<file path="config.mk">
export PLATFORM = sky130hd
export DESIGN_NAME = fir_cell
export DESIGN_NICKNAME = d
export VERILOG_FILES = /design/src/rtl/fir_pkg.sv /design/src/rtl/fir_cell.sv
export SDC_FILE = /design/constraint.sdc
export NUM_CORES = 1
export LEC_CHECK = 0
export ABC_AREA = 1
export BUFFER_PORTS_ARGS = -buffer_cell sky130_fd_sc_hd__buf_2
export CAP_MARGIN = 20
export CORE_UTILIZATION = 42
export CTS_CLUSTER_DIAMETER = 80
export DETAILED_ROUTE_END_ITERATION = 10
export GPL_TIMING_DRIVEN = 0
export PLACE_DENSITY = 0.76
export SLEW_MARGIN = 15
export SYNTH_ARGS = -nofsm -noshare
export SYNTH_HDL_FRONTEND = slang
export SYNTH_SLANG_ARGS = --single-unit
</file>
<file path="constraint.sdc">
create_clock -name clk_i -period 0.8 [get_ports clk_i]
set_input_delay 0.04 -clock clk_i [delete_from_list [all_inputs] [get_ports clk_i]]
set_output_delay 0.04 -clock clk_i [all_outputs]
set_load 0.005 [all_outputs]
</file>
<file path="src/rtl/fir_pkg.sv">
// ----------------------------------------------------------------------------
// fir_pkg
// Shared constants, codes and control types of the streaming FIR filter.
// ----------------------------------------------------------------------------
package fir_pkg;

  localparam int MAX_TAPS    = 64;
  localparam int SAMPLE_BITS = 16;
  localparam int COEF_BITS   = 16;
  localparam int COEF_FRAC   = 15;
  localparam int TAP_W       = 7;
  localparam int FUNC_W      = 2;
  localparam int IDX_W       = 6;
  localparam int CNT_W       = $clog2(MAX_TAPS + 1);
  localparam int PROD_W      = SAMPLE_BITS + COEF_BITS;
  localparam int ACC_W       = PROD_W + $clog2(MAX_TAPS) + 1;

  localparam logic [TAP_W-1:0] TAP_COUNT_RESET = TAP_W'(64);

  localparam logic [FUNC_W-1:0] FUNC_FILTER = 2'd0;
  localparam logic [FUNC_W-1:0] FUNC_COEF   = 2'd1;
  localparam logic [FUNC_W-1:0] FUNC_CLEAR  = 2'd2;

  typedef struct packed {
    logic push;
    logic rotate;
    logic clear;
  } cell_ctrl_t;

  typedef struct packed {
    logic clr;
    logic mul_en;
  } mac_ctrl_t;

  typedef struct packed {
    logic signed [SAMPLE_BITS-1:0] sample;
    logic                          sat;
  } mac_res_t;

endpackage

</file>
<file path="src/rtl/fir_cell.sv">
// ----------------------------------------------------------------------------
// fir_cell
// One tap cell: holds a history sample and a coefficient, shifts samples
// toward older taps on a push and rotates both toward the head on a step.
// ----------------------------------------------------------------------------
module fir_cell (
  input  logic                                   clk_i,
  input  logic                                   rst_ni,
  input  fir_pkg::cell_ctrl_t                    ctrl_i,
  input  logic signed [fir_pkg::SAMPLE_BITS-1:0] x_prev_i,
  input  logic signed [fir_pkg::SAMPLE_BITS-1:0] x_next_i,
  input  logic signed [fir_pkg::COEF_BITS-1:0]   h_next_i,
  input  logic                                   coef_we_i,
  input  logic signed [fir_pkg::COEF_BITS-1:0]   coef_wdata_i,
  output logic signed [fir_pkg::SAMPLE_BITS-1:0] x_o,
  output logic signed [fir_pkg::COEF_BITS-1:0]   h_o
);
  import fir_pkg::*;

  logic signed [SAMPLE_BITS-1:0] x_q, x_d;
  logic signed [COEF_BITS-1:0]   h_q, h_d;

  always_comb begin
    x_d = x_q;
    h_d = h_q;
    if (ctrl_i.clear) begin
      x_d = '0;
    end else if (ctrl_i.push) begin
      x_d = x_prev_i;
    end else if (ctrl_i.rotate) begin
      x_d = x_next_i;
    end
    if (coef_we_i) begin
      h_d = coef_wdata_i;
    end else if (ctrl_i.rotate) begin
      h_d = h_next_i;
    end
  end

  always_ff @(posedge clk_i or negedge rst_ni) begin
    if (!rst_ni) begin
      x_q <= '0;
      h_q <= '0;
    end else begin
      x_q <= x_d;
      h_q <= h_d;
    end
  end

  assign x_o = x_q;
  assign h_o = h_q;

endmodule

</file>
After elaboration in Yosys (flattened, before gate mapping)
Cells that the tools add are included.

cells by class
  multiplexer cells = 5
  reductions and logical operators = 2

operator list
  operator           count
  $mux 16            5
  $reduce_bool 3->1  1
  $reduce_bool 2->1  1

word-level totals
  input port bits = 70
  output and inout port bits = 32
  bits in registers = 32

Logic depth before layout (Yosys ltp)
  depth in word-level cells = 3
  gate-level depth with buffers = 7
  gate-level depth less buffers = 5

Worst setup path after synthesis
Ideal clock, no wire load.

  path type = input -> register
  start point = in ctrl_i[2] in the netlist's numbering
  end point = reg x_q[0] (netlist: x_o[0])
  stages on the path = 6
  arrival = 0.601 ns
  required time = 0.684 ns
  setup slack = 0.082 ns
  library setup time = 0.116 ns
  path through = buf_6 -> nor2_8 -> nor2_8 -> buf_6 -> nand2_1 -> nand2_1

on the way
  word-level cells in the longest chain between the ends = 2
  elaborated cells on any way between the ends = 3
  classes of those cells = 2 x mux; 1 x reduce/logical

ends and longest elaborated chain
  what                  line            text
  start, declared       fir_cell.sv:9   input fir_pkg::cell_ctrl_t ctrl_i,
  $mux 16               fir_cell.sv:28  end else if (ctrl_i.push) begin
  $mux 16               fir_cell.sv:26  if (ctrl_i.clear) begin
  end signal, assigned  fir_cell.sv:42  x_q <= '0;
  end signal, assigned  fir_cell.sv:45  x_q <= x_d;
  end, declared         fir_cell.sv:20  logic signed [SAMPLE_BITS-1:0] x_q, x_d;

Several ways; a longest one is shown, not always the timed one.
A chain may end at the register's enable or synchronous reset.

Final worst setup path
  start point = reg h_q[8] (netlist: h_o[8])
  end point = out h_o[8] in the netlist's numbering

RTL lines
  what                    line            text
  start, declared         fir_cell.sv:21  logic signed [COEF_BITS-1:0] h_q, h_d;
  start signal, assigned  fir_cell.sv:43  h_q <= '0;
  start signal, assigned  fir_cell.sv:46  h_q <= h_d;
  end, declared           fir_cell.sv:16  output logic signed [fir_pkg::COEF_BITS-1:0] h_o

No word-level cell between the ends.

==> flow_metrics.tcl <==
set metrics [dict create \
    place_area_sq_mm 0.00218 \
    p_leak_nw 1.50 \
    cp_top_family "flip-flops" \
    avgSynthCellArea_sq_um 7.77 \
    power_mw 3.93 \
    postLayoutCoreUtil 0.685 \
    grt_pass1_vias 1672 \
    max_stage_delay_ps 390 \
    cts_root_buf "clkbuf_8" \
    cts.sinks 32 \
    dpl.hpwl_mm 2.94 \
    wl_mm 4.31 \
    reg2reg_setup_slack_ps 60 \
    synth-compound-area-share 0 \
    yosysSeqAreaShare 0.491 \
    cp_cell_sequence "buf_2" \
    grt_use_total 0.225 \
    num_io_pins 102 \
    hp-class "primary input to async pin" \
    status "finished, violations left" \
    start_kind "register" \
    layout.nets 413 \
    core_sq_mm 0.00369 \
    grt_first_pass_wirelength_mm 7.14 \
    ant_nets 0 \
    worst_setup_path_end_kind "output pin" \
    final_area_sq_mm 0.00253 \
    violations "negative hold slack, negative setup slack" \
    pre_cts_ws_ps -3.49 \
    cap_violations 0 \
    gr-total-overflow 0 \
    yosys_warnings 0 \
    gp_congestion 0.732 \
    crit_arrival_ps 800 \
    remaining_drc_errors 0 \
    die_area_sq_mm 0.00414 \
    clockBufferDepth 2 \
    wire_per_inst_um 11.0 \
    drive_gt1_frac 0.395 \
    cp-startpoint "h_o[8]" \
    cp.buffers_inverters 1 \
    ys_ff_latch 32 \
    critPathCapture "h_o[8]" \
    synthesis.nets 280 \
    r2r_start "h_o[0]" \
    htreeDepth 2 \
    drt-pass1-iter-count 4 \
    via_count 1840 \
    tightest_slew_ps 689 \
    die_h_um 64.3 \
    start_util 0.442 \
    cts_hold_buf 16 \
    syn_to_final_growth_pct 54.9 \
    drt_iter0_drc 75 \
    fin_crit_sh 1.05 \
    synth_xor_area_frac 0 \
    clock.fmax_mhz 1190 \
    fillers 336 \
    period_needed_ps 840 \
    diodes 0 \
    setup_tns_ps -561 \
    die_w_um 64.3 \
    drv_slew 0 \
    grt_max_degree 33 \
    crit_cells 1 \
    cts_tree "yes" \
    insertion_delay_ps 270 \
    ir_drop_mv 0.960 \
    finClkSkew_ps 0 \
    muxShareOfSynthArea 0 \
    port_buffers 98 \
    final_common_cell "nand2_1" \
    synth-simple-area-share 0.438 \
    p_per_area_mw_per_mm2 1560 \
    rows 22 \
    rsz0062_at_grt "yes" \
    detail_route.vias_per_cell 4.69 \
    cts_buffers 5 \
    grt_antenna_before_repair 0 \
    setup_viol_count_final 32 \
    hold_viol_final 32 \
    final_cell_mix "nand2_1 (111), buf_2 (101), nand3_1 (47)" \
    slew_headroom 0.541 \
    cp.required_ps 760 \
    synthAdderAreaFrac 0 \
    crit_path_max_fanout 2 \
    cp_slowest_cell "dfrtp_1" \
    syn_inst 210 \
    path_class "register to output pin" \
    synth_top_family_by_area "simple AND/OR/NAND/NOR gates" \
    worst-r2r-cell-count 3 \
    path_clk_slew_ps 60 \
    r2r-end "h_o[0]" \
    synth.distinct_cells 10 \
    hold_slack_ps -198 \
    setup_ws_ps -39.9 \
    netlist_area_sq_mm 0.00163 \
]
final cells by class:
type	count	area, sq um	area share
clock buffers	8	90.1	0.0356
repair buffers	126	741	0.293
plain buffers	12	105	0.0416
flip-flops and latches	32	801	0.317
inverters	3	11.3	0.00446
well taps	48	60.1	0.0238
multi-input cells	163	719	0.285
state kept, by name, summed over array words and instances, names as in the netlist:
| name | flops |
|---|---|
| h_o | 16 |
| x_o | 16 |
Yosys cell counts:
cell       n  area [sq um]
nand2_2    1          6.26
buf_4      3          22.5
nor2_4     1          11.3
buf_2      3          15.0
dfrtp_1   32           801
buf_6      6          67.6
nand3_1   48           240
inv_2      3          11.3
nand2_1  111           417
nor2_8     2          40.0
kinds of logic after synthesis:
kind of cell  count (synthesis)
buf+inv                      15
simple gates                163
flops                        32
where the power goes:
part,internal (mW),switching (mW)
clock network,0.701,0.541
registers,1.75,0.0651
logic,0.464,0.413
layer usage:
metal | vias up | part of all wire | track usage
met3 | 4 | 0.074 | 0.0768
met4 | 0 | 0.012 | 0.0750
met5 | - | 0 | 0
li1 | 933 | - | -
met1 | 832 | 0.43 | 0.266
met2 | 71 | 0.49 | 0.379
through the flow:
step,instances,hold slack (ps)
final,392,-198
after floorplan,210,-256
after global placement,356,123
after CTS,387,-176
after detailed placement,356,123
after global routing,392,-145
what timing repair did:
item,CTS,global route
endpoints found under the setup margin,32,33
buffers inserted,7,5
cloned,0,0
endpoints found under the hold margin,48,32
resized for setup,0,1
worst min path at each step:
| stage | from | endpoint | slack [ps] | cells after the start |
|---|---|---|---|---|
| after floorplan | rst_ni | h_o[0] | -260 | 0 |
| after global placement | rst_ni | x_o[15] | 120 | 1 |
| after detailed placement | rst_ni | x_o[9] | 120 | 1 |
| after CTS | rst_ni | x_o[9] | -180 | 1 |
| after global routing | rst_ni | x_o[9] | -140 | 1 |
| final | rst_ni | x_o[9] | -200 | 1 |
(Power assumes the default switching activity.)
