File: src/rtl/fir_pkg.sv
// ----------------------------------------------------------------------------
// fir_pkg
// Shared constants, codes and control types of the streaming FIR filter.
// ----------------------------------------------------------------------------
package fir_pkg;

  localparam int MAX_TAPS    = 64;
  localparam int SAMPLE_BITS = 16;
  localparam int COEF_BITS   = 16;
  localparam int COEF_FRAC   = 15;
  localparam int TAP_W       = 7;
  localparam int FUNC_W      = 2;
  localparam int IDX_W       = 6;
  localparam int CNT_W       = $clog2(MAX_TAPS + 1);
  localparam int PROD_W      = SAMPLE_BITS + COEF_BITS;
  localparam int ACC_W       = PROD_W + $clog2(MAX_TAPS) + 1;

  localparam logic [TAP_W-1:0] TAP_COUNT_RESET = TAP_W'(64);

  localparam logic [FUNC_W-1:0] FUNC_FILTER = 2'd0;
  localparam logic [FUNC_W-1:0] FUNC_COEF   = 2'd1;
  localparam logic [FUNC_W-1:0] FUNC_CLEAR  = 2'd2;

  typedef struct packed {
    logic push;
    logic rotate;
    logic clear;
  } cell_ctrl_t;

  typedef struct packed {
    logic clr;
    logic mul_en;
  } mac_ctrl_t;

  typedef struct packed {
    logic signed [SAMPLE_BITS-1:0] sample;
    logic                          sat;
  } mac_res_t;

endpackage

File: src/rtl/fir_mac.sv
// ----------------------------------------------------------------------------
// fir_mac
// Multiply-accumulate at the head of the tap chain, with round half up and
// saturation of the finished sum.
// ----------------------------------------------------------------------------
module fir_mac (
  input  logic                                   clk_i,
  input  logic                                   rst_ni,
  input  fir_pkg::mac_ctrl_t                     ctrl_i,
  input  logic signed [fir_pkg::SAMPLE_BITS-1:0] x_i,
  input  logic signed [fir_pkg::COEF_BITS-1:0]   h_i,
  output fir_pkg::mac_res_t                      res_o
);
  import fir_pkg::*;

  localparam int QW = ACC_W - COEF_FRAC;
  localparam logic signed [QW-1:0] Q_MAX = QW'((64'sd1 <<< (SAMPLE_BITS - 1)) - 64'sd1);
  localparam logic signed [QW-1:0] Q_MIN = -Q_MAX - QW'(1);
  localparam logic signed [ACC_W-1:0] HALF = ACC_W'(64'sd1 <<< (COEF_FRAC - 1));

  logic signed [PROD_W-1:0] prod_q, prod_d;
  logic                     prod_v_q;
  logic signed [ACC_W-1:0]  acc_q, acc_d;
  logic signed [ACC_W-1:0]  prod_ext;
  logic signed [ACC_W-1:0]  rnd;
  logic signed [QW-1:0]     q;

  assign prod_d   = x_i * h_i;
  assign prod_ext = {{(ACC_W - PROD_W){prod_q[PROD_W-1]}}, prod_q};

  always_comb begin
    if (ctrl_i.clr) begin
      acc_d = '0;
    end else if (prod_v_q) begin
      acc_d = acc_q + prod_ext;
    end else begin
      acc_d = acc_q;
    end
  end

  always_ff @(posedge clk_i or negedge rst_ni) begin
    if (!rst_ni) begin
      prod_v_q <= 1'b0;
      acc_q    <= '0;
    end else begin
      prod_v_q <= ctrl_i.mul_en;
      acc_q    <= acc_d;
    end
  end

  always_ff @(posedge clk_i) begin
    prod_q <= prod_d;
  end

  // floor((acc + half) / 2^frac), then clip
  assign rnd = acc_q + HALF;
  assign q   = rnd[ACC_W-1:COEF_FRAC];

  always_comb begin
    if (q > Q_MAX) begin
      res_o.sample = Q_MAX[SAMPLE_BITS-1:0];
      res_o.sat    = 1'b1;
    end else if (q < Q_MIN) begin
      res_o.sample = Q_MIN[SAMPLE_BITS-1:0];
      res_o.sat    = 1'b1;
    end else begin
      res_o.sample = q[SAMPLE_BITS-1:0];
      res_o.sat    = 1'b0;
    end
  end

endmodule

File: config.mk
export PLATFORM = sky130hd
export DESIGN_NAME = fir_mac
export DESIGN_NICKNAME = d
export VERILOG_FILES = /design/src/rtl/fir_pkg.sv /design/src/rtl/fir_mac.sv
export SDC_FILE = /design/constraint.sdc
export NUM_CORES = 1
export LEC_CHECK = 0
export BUFFER_PORTS_ARGS = -buffer_cell sky130_fd_sc_hd__buf_4
export CORE_MARGIN = 1.5
export CORE_UTILIZATION = 36
export CTS_CLUSTER_SIZE = 16
export DETAILED_ROUTE_END_ITERATION = 10
export PLACE_DENSITY = 0.56
export SETUP_SLACK_MARGIN = 0.1
export SLEW_MARGIN = 20
export SYNTH_ARGS = -nofsm -noshare
export SYNTH_HDL_FRONTEND = slang
export SYNTH_SLANG_ARGS = --single-unit
File: constraint.sdc
create_clock -name clk_i -period 3.6 [get_ports clk_i]
set_input_delay 0.54 -clock clk_i [delete_from_list [all_inputs] [get_ports clk_i]]
set_output_delay 0.54 -clock clk_i [all_outputs]
set_load 0.03 [all_outputs]
; ---- Word-level counts from Yosys, hierarchy flattened
; Cells that the tools add are included.
[totals]
reg_bits = 72
in_bits = 36
out_inout_bits = 17
elab_cells = 13
[classes]
reduce_logical = 1
n_mul = 1
addsub = 2
order_cmp = 2
mux = 4
[op_table]
columns = operator, count
row1 = $mux W39, 2
row2 = $add A39 B16 Y39 const B, 1
row3 = $add A39 B32 Y39, 1
row4 = $mux W17, 2
row5 = $mul A16 B16 Y32, 1
row6 = $gt A24 B16 Y1 const B, 1
row7 = $lt A24 B16 Y1 const B, 1
row8 = $reduce_bool A2 Y1, 1

; ---- Depth between registers and ports, before layout
[depth]
ltp_word = 4
depth_mapped = 25

; ---- Worst setup path before layout
; Ideal clock, no wire load.
[synth_timing]
path_kind = input -> register
start = in x_i[15] (netlist name)
end = reg prod_q[30]
setup_slack_ns = -2.617
setup_time_ns = 0.121
path_stages = 21
required_ns = 3.479
arrival_ns = 6.095
n_path_buf = 1
path_cell_list = clkbuf_1 -> nand2_1 -> inv_1 -> fa_1 -> inv_1 -> fa_1 -> inv_1 -> fa_1 -> fa_1 -> fa_1 -> inv_1 -> fa_1 -> inv_1 -> ha_1 -> a21oi_1 -> nand2b_1 -> a311oi_1 -> nor3_1 -> o31ai_1 -> mux2i_1 -> nand2_1
[synth_between]
elab_chain_len = 1
[synth_lines]
columns = item, line_no
row1 = from (decl), fir_mac.sv:10  ; input logic signed [fir_pkg::SAMPLE_BITS-1:0] x_i,
row2 = $mul A16 B16 Y32, fir_mac.sv:28  ; assign prod_d = x_i * h_i;
row3 = net prod_d[30], fir_mac.sv:21  ; logic signed [PROD_W-1:0] prod_q, prod_d;
row4 = to (signal assigned), fir_mac.sv:52  ; prod_q <= prod_d;
row5 = to (decl), fir_mac.sv:21
; The timed path passes the listed nets, and every way through them passes these cells.
; A chain may end at the register's enable or synchronous reset.

; ---- Worst setup path after layout
[layout_timing]
start = in x_i[7] (netlist name)
end = reg prod_q[30]
; Same word-level chain as after synthesis.

==> results.py <==
metrics = {
    "run_status": {
        "status": "finished, violations left",
        "violations": "setup timing",
    },
    "critical_path": {
        "timing.rr.end": "acc_q[38]$_DFFE_PN0P_",
        "end_kind": "flip-flop",
        "worstSetupPathType": "in2reg",
        "critPathTopFamily": "adder cells",
        "crit_top_cell": "fa_1",
        "worst-path-max-fanout": 9,
        "cp.arrival_ns": 5.79,
        "cpPeakStageDelay_ns": 0.58,
        "cp.buffers_inverters": 4,
        "r2r_setup_slack_ns": 0.30,
        "reg2reg_depth": 11,
        "cp_data_required_time_ns": 3.83,
        "r2r_start": "acc_q[0]$_DFFE_PN0P_",
        "slowest_stage": "fa_1",
        "cp-start-kind": "primary input",
        "cp_num_cells": 20,
        "crit_chain": "buf_8 > buf_6 > and2_1 > fa_1 > fa_1 > fa_1 > fa_1 > fa_1 > inv_1 > fa_1 > inv_1 > ha_4 > a21o_1 > a21oi_2 > nand2b_1 > a311oi_2 > nor3_2 > o31ai_2 > mux2i_1 > nand2_1",
    },
    "global_route": {
        "overflow": 0,
        "grt_use_total_pct": 17.9,
        "antenna_found_initial": 0,
        "grt_max_degree": 41,
        "grt_pass1_vias": 12600,
        "grt_pass1_wl_mm": 61.2,
    },
    "placement": {
        "dp_hpwl_mm": 29.8,
        "portBuffers": 52,
        "place_inst": 2363,
        "place.gp.congestion": 0.840,
    },
    "sta": {
        "drv_slew": 0,
        "fmax_mhz": 180,
        "tightest_slew_ns": 0.564,
        "slew_headroom_pct": 62.4,
        "worst_hold_slack_ns": 0.186,
        "rsz0062_at_grt": "yes",
        "finalHoldViolCount": 0,
        "skew_ns": 0.0128,
        "period_needed_ns": 5.56,
        "period_share_pct": 155,
        "final-setup-viol-count": 25,
        "setup_slack_ns": -1.96,
    },
    "floorplan": {
        "ios": 53,
        "die_h_um": 205,
        "die_x_um": 205,
        "coreArea_um2": 40000,
        "die_area_um2": 42100,
        "initial_core_util_pct": 36.8,
        "row_count": 73,
    },
    "yosys": {
        "synth_fp_nets": 2084,
        "ys_types": 74,
        "synthArstFlopShare_pct": 55.6,
        "synth_top_area_share_pct": 35.8,
        "netlist_area_um2": 14700,
        "synth_cells": 1664,
        "ys_warn_count": 0,
        "yosysTopAreaCell": "fa_1",
        "syn_area_per_cell_um2": 8.84,
        "synth_most_common_cell": "inv_1",
        "ys_top_cells_by_area": "fa_1 (36%), ha_1 (10%), inv_1 (9.0%), dfrtp_1 (6.8%), and2_1 (5.0%)",
        "ys_seq_area_share_pct": 11.2,
        "synthTopCellsByCount": "inv_1 (354), fa_1 (263), nand2_1 (170), ha_1 (121), and2_1 (118)",
        "synth-edff-count": 0,
        "synth_top_flop_cell": "dfrtp_1",
        "ys_seq_elements": 72,
    },
    "run": {
        "cap_violations": 0,
    },
    "detailed_routing": {
        "avgViaCountPerCell": 4.78,
        "routed_wl_mm": 35.7,
        "drt-initial-drc-count": 547,
        "first_pass_iters": 5,
        "ant_nets": 0,
        "wl_per_cell_um": 14.7,
        "num_vias": 11600,
        "post-route-drc-count": 0,
    },
    "clock_tree": {
        "holdBufCountCts": 0,
        "cts_root_buf": "clkbuf_16",
        "clk_latency_ns": 0.35,
        "clk_pin_slew_worst_paths_ns": 0.06,
        "numCtsBuffers": 9,
        "clockBufferDepth": 2,
        "cts_max_level": 3,
        "cts.sinks": 72,
        "cts_tree": "built",
    },
    "layout": {
        "diodes": 0,
        "drive_gt1_share_pct": 26.7,
        "syn2layout_area_growth_pct": 28.2,
        "multiInputGateArea_um2": 12400,
        "stdcell_count": 2432,
        "fillers": 3877,
        "area.sequential_um2": 1650,
        "final_nets": 2322,
    },
    "worst_hold_path": {
        "min_path_type": "in2async",
    },
}
## cell families after synthesis
family          Yosys count  synth area share (%)
simple gates            476                  16.1
buf+inv                 406                  10.4
fa+ha+maj               384                  46.1
compound gates          219                  9.58
xor+xnor                 80                  4.76
flops                    72                  11.2
mux                      27                  1.88
## flip-flops by register name, indices dropped and copies added (netlist names)
name and cells:
acc_q 39, prod_q 32, prod_v_q 1
## worst reg2reg max path, delay by kind of cell (launching register included)
kind            cells  cell delay [ns]
fa+ha+maj           2             0.66
mux                 1             0.30
simple gates        2             0.43
flops               1             0.38
compound gates      6             1.43
## per-stage QoR
| step | utilization (%) | setup TNS, ns | setup WS (ns) | cell area (µm²) |
|---|---|---|---|---|
| 4_1_cts | 45.9 | -36.94 | -2.08 | 18400 |
| 3_5_place_dp | 43.1 | -48.21 | -2.51 | 17300 |
| 5_1_grt | 47.2 | -40.42 | -2.24 | 18900 |
| 6_report | 47.2 | -35.74 | -1.96 | 18900 |
| 3_3_place_gp | 43.1 | -47.55 | -2.47 | 17300 |
| 2_1_floorplan | - | -36.49 | -2.18 | 15200 |
## metal layers
| metal | vias to the layer above | GRT usage (%) | share of wire, % |
|---|---|---|---|
| li1 | 5644 | - | - |
| met1 | 5800 | 24.8 | 48 |
| met2 | 153 | 30.6 | 47 |
| met3 | 34 | 1.35 | 3.0 |
| met4 | 0 | 3.73 | 1.4 |
| met5 | - | 0 | 0 |
## what timing repair did
| action | 4_1_cts | 5_1_grt |
|---|---|---|
| gates resized for setup | 144 | 101 |
| pin swaps | 125 | 71 |
| endpoints found under the setup margin | 42 | 43 |
| buffers inserted | 40 | 24 |
| endpoints found under the hold margin | 0 | 0 |
| gates cloned | 1 | 1 |
## area by class of cell
class	count	area share [%]
repair buffers	278	13.4
flip-flops and latches	72	8.76
multi-input cells	1186	65.6
inverters	355	7.12
well taps	525	3.48
clock buffers	11	1.29
clock inverters	5	0.424
## worst max path at each step
stage	startpoint	end	slack (ns)
final	x_i[7]	prod_q[30]$_DFF_P_	-1.96
after global routing	h_i[15]	prod_q[30]$_DFF_P_	-2.24
after CTS	h_i[6]	prod_q[30]$_DFF_P_	-2.08
after detailed placement	h_i[4]	prod_q[30]$_DFF_P_	-2.51
after global placement	h_i[4]	prod_q[30]$_DFF_P_	-2.47
after floorplan	h_i[6]	prod_q[30]$_DFF_P_	-2.18
## cell usage in the layout (no fill, tap or decap), types with 13 or more instances in the layout
cell,instances
buf_8,13
nand2_1,158
fa_2,19
a21oi_1,42
dfrtp_1,32
o21ai_0,31
nand3_1,16
nor2_1,68
o21ai_1,17
inv_2,34
xor2_1,28
a21o_1,19
and2_4,26
dfxtp_1,32
ha_4,22
buf_6,47
xnor2_1,48
nand2b_1,17
ha_1,96
mux2i_1,25
fa_1,244
inv_1,316
a21oi_2,16
buf_4,206
and2_1,92
Power is left out: the tool's default activity adds up to more than one toggle a clock period on the data nets, which glitch-free logic cannot reach.
